[src/design/ipdd_pkg.sv]
// shared types, timing windows and register codes of the ir pulse distance decoder
`default_nettype none

package ipdd_pkg;

  localparam int PULSE_W    = 16;
  localparam int KEY_W      = 8;
  localparam int CFG_IDX_W  = 2;
  localparam int CFG_DATA_W = 8;

  localparam int LONG_FRAME_BITS_DEF  = 32;
  localparam int SHORT_FRAME_BITS_DEF = 16;

  // register indexes of the configuration port
  localparam logic [CFG_IDX_W-1:0] REG_PRODUCT  = 2'd0;
  localparam logic [CFG_IDX_W-1:0] REG_CUSTOMER = 2'd1;
  localparam logic [CFG_IDX_W-1:0] REG_ENABLE   = 2'd2;

  // inclusive pulse windows in microseconds
  typedef struct packed {
    logic [PULSE_W-1:0] mark_lo;
    logic [PULSE_W-1:0] mark_hi;
    logic [PULSE_W-1:0] space_lo;
    logic [PULSE_W-1:0] space_hi;
    logic [PULSE_W-1:0] zero_lo;
    logic [PULSE_W-1:0] zero_hi;
    logic [PULSE_W-1:0] one_lo;
    logic [PULSE_W-1:0] one_hi;
    logic [PULSE_W-1:0] clk_lo;
    logic [PULSE_W-1:0] clk_hi;
  } timing_t;

  localparam timing_t LONG_TIMING = '{
    mark_lo:  16'd7000, mark_hi:  16'd11000,
    space_lo: 16'd1500, space_hi: 16'd6000,
    zero_lo:  16'd400,  zero_hi:  16'd725,
    one_lo:   16'd929,  one_hi:   16'd2450,
    clk_lo:   16'd400,  clk_hi:   16'd720
  };

  localparam timing_t COMPACT_TIMING = '{
    mark_lo:  16'd778,  mark_hi:  16'd1222,
    space_lo: 16'd750,  space_hi: 16'd3000,
    zero_lo:  16'd357,  zero_hi:  16'd647,
    one_lo:   16'd962,  one_hi:   16'd2537,
    clk_lo:   16'd357,  clk_hi:   16'd643
  };

  // which windows one pulse falls into, polarity included
  typedef struct packed {
    logic mark;
    logic space;
    logic zero;
    logic one;
    logic clk;
  } pulse_hits_t;

  typedef struct packed {
    logic [7:0] product_code;
    logic [7:0] customer_code;
    logic       accept_enable;
  } cfg_t;

endpackage

`default_nettype wire

[src/design/ipdd_if.sv]
// valid/ready channel interfaces for pulse items and key items
`default_nettype none

interface ipdd_pulse_if import ipdd_pkg::*; ();
  logic               valid;
  logic               ready;
  logic [PULSE_W-1:0] pulse_width;
  logic               edge_polarity;

  modport source (output valid, pulse_width, edge_polarity, input ready);
  modport sink (input valid, pulse_width, edge_polarity, output ready);
endinterface

interface ipdd_key_if import ipdd_pkg::*; ();
  logic             valid;
  logic             ready;
  logic [KEY_W-1:0] key_code;
  logic             from_compact;

  modport source (output valid, key_code, from_compact, input ready);
  modport sink (input valid, key_code, from_compact, output ready);
endinterface

`default_nettype wire

[src/design/ipdd_classify.sv]
// window compare of one pulse against one timing set
`default_nettype none

module ipdd_classify import ipdd_pkg::*; (
  input  logic [PULSE_W-1:0] pulse_width_i,
  input  logic               edge_polarity_i,
  input  timing_t            timing_i,
  output pulse_hits_t        hits_o
);

  logic neg;
  logic pos;

  assign neg = edge_polarity_i;
  assign pos = !edge_polarity_i;

  assign hits_o.mark  = neg && pulse_width_i >= timing_i.mark_lo
                            && pulse_width_i <= timing_i.mark_hi;
  assign hits_o.space = pos && pulse_width_i >= timing_i.space_lo
                            && pulse_width_i <= timing_i.space_hi;
  assign hits_o.zero  = pos && pulse_width_i >= timing_i.zero_lo
                            && pulse_width_i <= timing_i.zero_hi;
  assign hits_o.one   = pos && pulse_width_i >= timing_i.one_lo
                            && pulse_width_i <= timing_i.one_hi;
  assign hits_o.clk   = neg && pulse_width_i >= timing_i.clk_lo
                            && pulse_width_i <= timing_i.clk_hi;

endmodule

`default_nettype wire

[src/design/ipdd_core.sv]
// four-phase frame machine, shift register and frame check
`default_nettype none

module ipdd_core import ipdd_pkg::*; #(
  parameter int LONG_FRAME_BITS  = LONG_FRAME_BITS_DEF,
  parameter int SHORT_FRAME_BITS = SHORT_FRAME_BITS_DEF
) (
  input  logic             clk_i,
  input  logic             rst_ni,
  input  logic             step_i,
  input  pulse_hits_t      hits_compact_i,
  input  pulse_hits_t      hits_long_i,
  input  cfg_t             cfg_i,
  output logic             result_valid_o,
  output logic [KEY_W-1:0] key_code_o,
  output logic             from_compact_o
);

  localparam int SHIFT_W = (LONG_FRAME_BITS > SHORT_FRAME_BITS) ?
                           LONG_FRAME_BITS : SHORT_FRAME_BITS;
  localparam int BITS_W  = $clog2(SHIFT_W + 1);

  localparam logic [1:0] PH_LEADER = 2'd0;
  localparam logic [1:0] PH_FIRST  = 2'd1;
  localparam logic [1:0] PH_DATA   = 2'd2;
  localparam logic [1:0] PH_CLOCK  = 2'd3;

  logic [1:0]         phase_q, phase_d;
  logic [SHIFT_W-1:0] shift_q, shift_d;
  logic [BITS_W-1:0]  bits_q, bits_d;
  logic               mode_q, mode_d;

  pulse_hits_t        sel;
  logic [BITS_W-1:0]  frame_bits;
  logic               done;
  logic [31:0]        frame;
  logic               key_ok;
  logic               compact_ok;
  logic               long_ok;

  always_comb begin
    phase_d    = phase_q;
    shift_d    = shift_q;
    bits_d     = bits_q;
    mode_d     = mode_q;
    done       = 1'b0;
    sel        = mode_q ? hits_compact_i : hits_long_i;
    frame_bits = mode_q ? BITS_W'(SHORT_FRAME_BITS) : BITS_W'(LONG_FRAME_BITS);
    unique case (phase_q)
      PH_LEADER: begin
        // compact mode falls back to the long leader on the same pulse
        if (mode_q && hits_compact_i.mark) begin
          phase_d = PH_FIRST;
        end else if (hits_long_i.mark) begin
          phase_d = PH_FIRST;
          mode_d  = 1'b0;
        end else begin
          mode_d  = 1'b1;
        end
      end
      PH_FIRST: begin
        if (sel.space) begin
          shift_d = '0;
          bits_d  = frame_bits;
          phase_d = PH_CLOCK;
        end else begin
          phase_d = PH_LEADER;
        end
      end
      PH_DATA: begin
        if (sel.zero || sel.one) begin
          shift_d = {shift_q[SHIFT_W-2:0], !sel.zero};
          bits_d  = bits_q - BITS_W'(1);
          phase_d = PH_CLOCK;
        end else begin
          phase_d = PH_LEADER;
        end
      end
      PH_CLOCK: begin
        if (sel.clk && bits_q != '0) begin
          phase_d = PH_DATA;
        end else begin
          done    = sel.clk;
          phase_d = PH_LEADER;
          bits_d  = '0;
        end
      end
    endcase
  end

  assign frame      = 32'(shift_q);
  assign key_ok     = frame[7:0] == ~frame[15:8];
  assign compact_ok = key_ok;
  assign long_ok    = key_ok && frame[23:16] == cfg_i.product_code
                      && frame[31:24] == cfg_i.customer_code && cfg_i.accept_enable;

  assign result_valid_o = step_i && done && (mode_q ? compact_ok : long_ok);
  assign key_code_o     = frame[7:0];
  assign from_compact_o = mode_q;

  always_ff @(posedge clk_i or negedge rst_ni) begin
    if (!rst_ni) begin
      phase_q <= PH_LEADER;
      shift_q <= '0;
      bits_q  <= '0;
      mode_q  <= 1'b1;
    end else if (step_i) begin
      phase_q <= phase_d;
      shift_q <= shift_d;
      bits_q  <= bits_d;
      mode_q  <= mode_d;
    end
  end

endmodule

`default_nettype wire

[src/design/ir_pulse_distance_decoder.sv]
// top level of the ir pulse distance decoder: input stage, decode, result stage
// output: a validated key item enters the result register once the closing clock pulse steps out of the input register
// throughput: one pulse item per cycle unless a waiting key item stalls the input, set by the phase machine update
// a waiting key item stalls the input once the input register holds an item
// reset: async active low, clears phase, shift word and bit count, selects compact
// mode and loads the registers with product 0, customer 0, accept_enable 1
`default_nettype none

module ir_pulse_distance_decoder import ipdd_pkg::*; #(
  parameter int LONG_FRAME_BITS  = LONG_FRAME_BITS_DEF,
  parameter int SHORT_FRAME_BITS = SHORT_FRAME_BITS_DEF
) (
  input  logic                  clk_i,
  input  logic                  rst_ni,
  ipdd_pulse_if.sink            pulse_i,
  ipdd_key_if.source            key_o,
  input  logic                  cfg_we_i,
  input  logic [CFG_IDX_W-1:0]  cfg_index_i,
  input  logic [CFG_DATA_W-1:0] cfg_wdata_i
);

  // configuration registers
  cfg_t cfg_q;

  // input stage
  logic               in_valid_q;
  logic [PULSE_W-1:0] width_q;
  logic               pol_q;

  // result stage
  logic               out_valid_q;
  logic [KEY_W-1:0]   key_q;
  logic               compact_q;

  logic               step;
  logic               in_ready;
  pulse_hits_t        hits_compact;
  pulse_hits_t        hits_long;
  logic               result_valid;
  logic [KEY_W-1:0]   result_key;
  logic               result_compact;

  // the buffered item moves on once the result slot is free or draining
  assign step     = in_valid_q && (!out_valid_q || key_o.ready);
  assign in_ready = !in_valid_q || step;

  assign pulse_i.ready      = in_ready;
  assign key_o.valid        = out_valid_q;
  assign key_o.key_code     = key_q;
  assign key_o.from_compact = compact_q;

  // register writes, index beyond the list is dropped
  always_ff @(posedge clk_i or negedge rst_ni) begin
    if (!rst_ni) begin
      cfg_q.product_code  <= 8'd0;
      cfg_q.customer_code <= 8'd0;
      cfg_q.accept_enable <= 1'b1;
    end else if (cfg_we_i) begin
      unique case (cfg_index_i)
        REG_PRODUCT:  cfg_q.product_code  <= cfg_wdata_i[7:0];
        REG_CUSTOMER: cfg_q.customer_code <= cfg_wdata_i[7:0];
        REG_ENABLE:   cfg_q.accept_enable <= cfg_wdata_i[0];
        default: ;
      endcase
    end
  end

  always_ff @(posedge clk_i or negedge rst_ni) begin
    if (!rst_ni) begin
      in_valid_q <= 1'b0;
    end else if (in_ready) begin
      in_valid_q <= pulse_i.valid;
    end
  end

  always_ff @(posedge clk_i) begin
    if (pulse_i.valid && in_ready) begin
      width_q <= pulse_i.pulse_width;
      pol_q   <= pulse_i.edge_polarity;
    end
  end

  // both timing sets are compared at once, the leader may need both
  ipdd_classify u_classify_compact (
    .pulse_width_i   (width_q),
    .edge_polarity_i (pol_q),
    .timing_i        (COMPACT_TIMING),
    .hits_o          (hits_compact)
  );

  ipdd_classify u_classify_long (
    .pulse_width_i   (width_q),
    .edge_polarity_i (pol_q),
    .timing_i        (LONG_TIMING),
    .hits_o          (hits_long)
  );

  ipdd_core #(
    .LONG_FRAME_BITS  (LONG_FRAME_BITS),
    .SHORT_FRAME_BITS (SHORT_FRAME_BITS)
  ) u_core (
    .clk_i          (clk_i),
    .rst_ni         (rst_ni),
    .step_i         (step),
    .hits_compact_i (hits_compact),
    .hits_long_i    (hits_long),
    .cfg_i          (cfg_q),
    .result_valid_o (result_valid),
    .key_code_o     (result_key),
    .from_compact_o (result_compact)
  );

  // result register, loaded only by a validated frame
  always_ff @(posedge clk_i or negedge rst_ni) begin
    if (!rst_ni) begin
      out_valid_q <= 1'b0;
    end else if (!out_valid_q || key_o.ready) begin
      out_valid_q <= result_valid;
    end
  end

  always_ff @(posedge clk_i) begin
    if (result_valid) begin
      key_q     <= result_key;
      compact_q <= result_compact;
    end
  end

endmodule

`default_nettype wire

[src/flat_wrapper.sv]
// flat-port wrapper written by rule: the top's interface ports become plain ports
module ir_pulse_distance_decoder_flat import ipdd_pkg::*;
#(
  parameter int LONG_FRAME_BITS  = LONG_FRAME_BITS_DEF,
  parameter int SHORT_FRAME_BITS = SHORT_FRAME_BITS_DEF
)
  (clk_i, rst_ni, cfg_we_i, cfg_index_i, cfg_wdata_i, pulse_i_valid, pulse_i_pulse_width, pulse_i_edge_polarity, pulse_i_ready, key_o_valid, key_o_key_code, key_o_from_compact, key_o_ready);
  ipdd_pulse_if pulse_i_i ();
  ipdd_key_if key_o_i ();
  input  logic clk_i;
  input  logic rst_ni;
  input  logic cfg_we_i;
  input  logic [CFG_IDX_W-1:0] cfg_index_i;
  input  logic [CFG_DATA_W-1:0] cfg_wdata_i;
  input wire logic [$bits(pulse_i_i.valid)-1:0] pulse_i_valid;
  input wire logic [$bits(pulse_i_i.pulse_width)-1:0] pulse_i_pulse_width;
  input wire logic [$bits(pulse_i_i.edge_polarity)-1:0] pulse_i_edge_polarity;
  output wire logic [$bits(pulse_i_i.ready)-1:0] pulse_i_ready;
  output wire logic [$bits(key_o_i.valid)-1:0] key_o_valid;
  output wire logic [$bits(key_o_i.key_code)-1:0] key_o_key_code;
  output wire logic [$bits(key_o_i.from_compact)-1:0] key_o_from_compact;
  input wire logic [$bits(key_o_i.ready)-1:0] key_o_ready;
  assign pulse_i_i.valid = pulse_i_valid;
  assign pulse_i_i.pulse_width = pulse_i_pulse_width;
  assign pulse_i_i.edge_polarity = pulse_i_edge_polarity;
  assign pulse_i_ready = pulse_i_i.ready;
  assign key_o_valid = key_o_i.valid;
  assign key_o_key_code = key_o_i.key_code;
  assign key_o_from_compact = key_o_i.from_compact;
  assign key_o_i.ready = key_o_ready;
  ir_pulse_distance_decoder #(.LONG_FRAME_BITS(LONG_FRAME_BITS), .SHORT_FRAME_BITS(SHORT_FRAME_BITS)) u_core (.clk_i(clk_i), .rst_ni(rst_ni), .pulse_i(pulse_i_i), .key_o(key_o_i), .cfg_we_i(cfg_we_i), .cfg_index_i(cfg_index_i), .cfg_wdata_i(cfg_wdata_i));
endmodule
[config.mk]
export PLATFORM = sky130hd
export DESIGN_NAME = ir_pulse_distance_decoder_flat
export DESIGN_NICKNAME = d
export VERILOG_FILES = /design/src/design/ipdd_pkg.sv /design/src/design/ipdd_if.sv /design/src/design/ipdd_classify.sv /design/src/design/ipdd_core.sv /design/src/design/ir_pulse_distance_decoder.sv /design/src/flat_wrapper.sv
export SDC_FILE = /design/constraint.sdc
export NUM_CORES = 1
export LEC_CHECK = 0
export BUFFER_PORTS_ARGS = -buffer_cell sky130_fd_sc_hd__buf_4
export CORE_MARGIN = 8
export CORE_UTILIZATION = 59
export DETAILED_ROUTE_END_ITERATION = 8
export PLACE_DENSITY = 0.82
export SETUP_SLACK_MARGIN = 0.5
export SLEW_MARGIN = 20
export SYNTH_ARGS = -nofsm -noshare
export SYNTH_HDL_FRONTEND = slang
export SYNTH_SLANG_ARGS = --single-unit
[constraint.sdc]
create_clock -name clk_i -period 3.2 [get_ports clk_i]
set_input_delay 0.64 -clock clk_i [delete_from_list [all_inputs] [get_ports clk_i]]
set_output_delay 0.64 -clock clk_i [all_outputs]
set_load 0.005 [all_outputs]
==> results.md <==
- Initial antenna violation count: 0
- Initial core utilization: 60.7%
- Clk sinks: 86
- CP endpoint kind: flip-flop
- Number of global-route vias before repair: 3289
- Area of the die: 0.0105 mm²
- Ports: 43
- Synthesized flop and latch total: 86
- Die height: 102 µm
- Crit Path Max Fanout: 16
- Yosys cell types: 65
- Via count: 3493
- CP required: 3.44 ns
- Post-layout nets: 469
- Post-DP HPWL: 6.87 mm
- Slowest-stage cell, CP: or4b_2
- Die X: 102 µm
- DRC: 0
- Avg WL per Cell: 19.6 µm
- CTS Buffer Depth: 2
- WS Path Type: reg -> reg
- Maximum VDD drop: 0.309 mV
- Post-synth EDFFs: 26
- Final setup vio count: 0
- Headroom to the max-slew limit: 48.3%
- Yosys warns: 0
- Drt pass-1 iters: 7
- Number of port buffers: 42
- Syn-to-layout area delta: 16.6%
- Layout cells sized above 1: 28.4%
- Period minus WS final: 2.65 ns
- First-pass GRT wire length: 16.6 mm
- CTS tree: done
- Worst-skew pair later-pin latency: 0.36 ns
- Pin count of the biggest net entering global routing: 61
- Average size of a mapped cell: 11.5 µm²
- Rows: 31
- Post-synthesis net count: 417
- Initial DRC Count: 438
- Sum Neg Setup Slack: 0 ns
- Setup Skew: 0.0101 ns
- Ys async rst share: 69.8%
- Peak Freq: 0.377 GHz
- PD cells: 483 mW/mm²
- Synth Flop Type: dfrtp_1
- Post-synthesis sequential area ratio: 51.9%
- Placed instance area: 0.00473 mm²
- Synth Cell Area: 0.00440 mm²
- CTS clk-pin slew, worst paths: 0.09 ns
- Worst slew pin tran: 0.776 ns
- Grt total ovfl: 0
- Total power: 2.48 mW
- Worst path max stage delay: 0.76 ns
- Cell area after layout: 0.00513 mm²
- Arr. time, crit path: 2.89 ns
- Worst flop-to-flop path startpoint: u_core.width_q[13]$_DFFE_PP_
- Critical path, cell by cell: or4b_2 -> o31ai_2 -> a32o_2 -> nand4_1 -> and2_4 -> a22o_1
- Gr usage total: 20.3%
- Final wirelength: 10.5 mm
- Htree depth: 3
- Static leakage: 2.21 nW
- Status: finished, final reports clean
- N_diodes: 0
- CTS buffer count: 9
- Max-slew violations: 0
- Period Utilization, post-route: 82.9%
- RSZ-0062 raised after global routing: false
- Max-cap violations: 0
- GPL Wtd Cong: 0.969
- Critical Path Source: u_core.width_q[13]$_DFFE_PP_
- Hold_buf cts: 0
- CP startpoint kind: flip-flop
- Root Driver: clkbuf_8
- Core area: 0.00725 mm²
- Final Util: 70.7%
- Min-delay worst type: in -> async
- Fin. Hold Viols: 0
- Post-Syn Instances: 383
- Post-route antenna net violation count: 0
- Drt via density: 6.48
[worst max-delay path: cells and delay by family, from the launching register on]
family | cells | cell delay (ns)
compound gates | 3 | 0.81
flops | 1 | 0.47
simple gates | 3 | 1.24
[cell usage in the layout, fill, tap and decap left out, types with 2 or more instances in the layout]
| master | n |
|---|---|
| a211o_1 | 2 |
| a211oi_1 | 4 |
| a21oi_1 | 15 |
| a21oi_2 | 2 |
| a22o_1 | 32 |
| a31o_2 | 2 |
| a31oi_1 | 3 |
| and2_1 | 4 |
| and2_4 | 2 |
| and3_1 | 2 |
| buf_4 | 66 |
| clkbuf_8 | 11 |
| dfrtp_1 | 58 |
| dfstp_2 | 2 |
| edfxtp_1 | 26 |
| ha_1 | 2 |
| inv_1 | 10 |
| mux2_2 | 18 |
| nand2_1 | 16 |
| nand2b_1 | 5 |
| nand3_1 | 5 |
| nand3b_1 | 4 |
| nand4_1 | 10 |
| nand4b_1 | 2 |
| nor2_1 | 19 |
| nor3_1 | 13 |
| nor3b_1 | 4 |
| nor4_1 | 6 |
| o2111a_1 | 2 |
| o2111ai_1 | 3 |
| o211ai_1 | 5 |
| o21a_1 | 4 |
| o21ai_0 | 12 |
| o21ai_2 | 4 |
| o221ai_1 | 2 |
| o311a_1 | 2 |
| o311ai_0 | 2 |
| o31a_1 | 2 |
| or4b_1 | 2 |
| xor2_1 | 23 |
[through the flow]
stage	instances	setup slack [ns]	hold WS, ns
CTS	529	0.515	0.357
global route	539	0.481	0.394
floorplan	383	0.622	0.344
finish	539	0.548	0.329
detailed placement	504	0.359	0.499
global placement	504	0.346	0.491
[synth_stat cells, types with 7 or more instances]
cell | instances | share of area, %
a21oi_1 | 15 | 1.7
o21ai_0 | 13 | 1.5
edfxtp_1 | 26 | 18
nand4_1 | 10 | 1.4
nor2_1 | 19 | 1.6
nand2_1 | 16 | 1.4
nor4_1 | 7 | 1.0
dfrtp_1 | 58 | 33
clkbuf_1 | 17 | 1.5
xor2_1 | 23 | 4.6
mux2_2 | 18 | 4.6
a22o_1 | 32 | 6.4
nor3_1 | 14 | 1.6
inv_1 | 10 | 0.85
[power breakdown]
part / switching [mW] / internal (mW) / leakage [nW] / total (mW)
sequential: 0.0982 / 1.21 / 1.04 / 1.31
clock: 0.396 / 0.412 / 0.112 / 0.808
combinational: 0.184 / 0.173 / 1.06 / 0.357
[repair_timing]
item / CTS / global route
pin swaps: 0 / 5
setup endpoints to repair: 34 / 34
cloned: 0 / 1
gates resized for setup: 2 / 9
buffers inserted: 9 / 9
[kinds of logic (layout without fill, tap and decap cells)]
family	count (synthesis)	count (layout)	share of synthesized area, %
flops	86	86	51.9
xor+xnor	24	24	4.78
mux	18	18	4.61
fa+ha+maj	2	2	0.569
buf+inv	37	93	4.49
compound gates	111	111	19.7
simple gates	105	106	13.9
[flip-flops by register name, indices dropped and copies added (netlist names)]
name / flops
u_core.cfg_q: 17
u_core.in_valid_q: 1
u_core.key_o.from_compact: 1
u_core.key_o.key_code: 8
u_core.key_o.valid: 1
u_core.pol_q: 1
u_core.u_core.bits_q: 6
u_core.u_core.frame: 32
u_core.u_core.from_compact_o: 1
u_core.u_core.phase_q: 2
u_core.width_q: 16
[final timing paths]
path                                                        to  slack [ns]  depth (start not counted)
setup / recovery           u_core.u_core.frame[25]$_DFFE_PN0P_        0.55                          6
hold / removal              u_core.u_core.frame[2]$_DFFE_PN0P_        0.33                          1
setup reg to reg           u_core.u_core.frame[25]$_DFFE_PN0P_        0.55                          6
hold reg to reg            u_core.u_core.bits_q[0]$_DFFE_PN0P_        0.51                          1
max in group asynchronous  u_core.u_core.frame[18]$_DFFE_PN0P_        2.39                          1
min in group clk_i                 u_core.width_q[1]$_DFFE_PP_        0.45                          1
[cell type report]
cell class	count	area, µm²
clock buffers	11	151
clock inverters	5	63.8
fillers	509	2120
inverters	10	37.5
multi-input cells	261	1960
flip-flops and latches	86	2280
well taps	99	124
repair buffers	67	507
[per-layer routing]
metal	global-route usage, %	vias to the layer above	share of wire, %
met1	28.1	1693	42
met3	3.54	29	7.5
met4	9.48	0	2.5
met5	0	-	0
li1	-	1573	-
met2	30.3	198	48
Note: power is estimated with default switching activity, not from simulation.
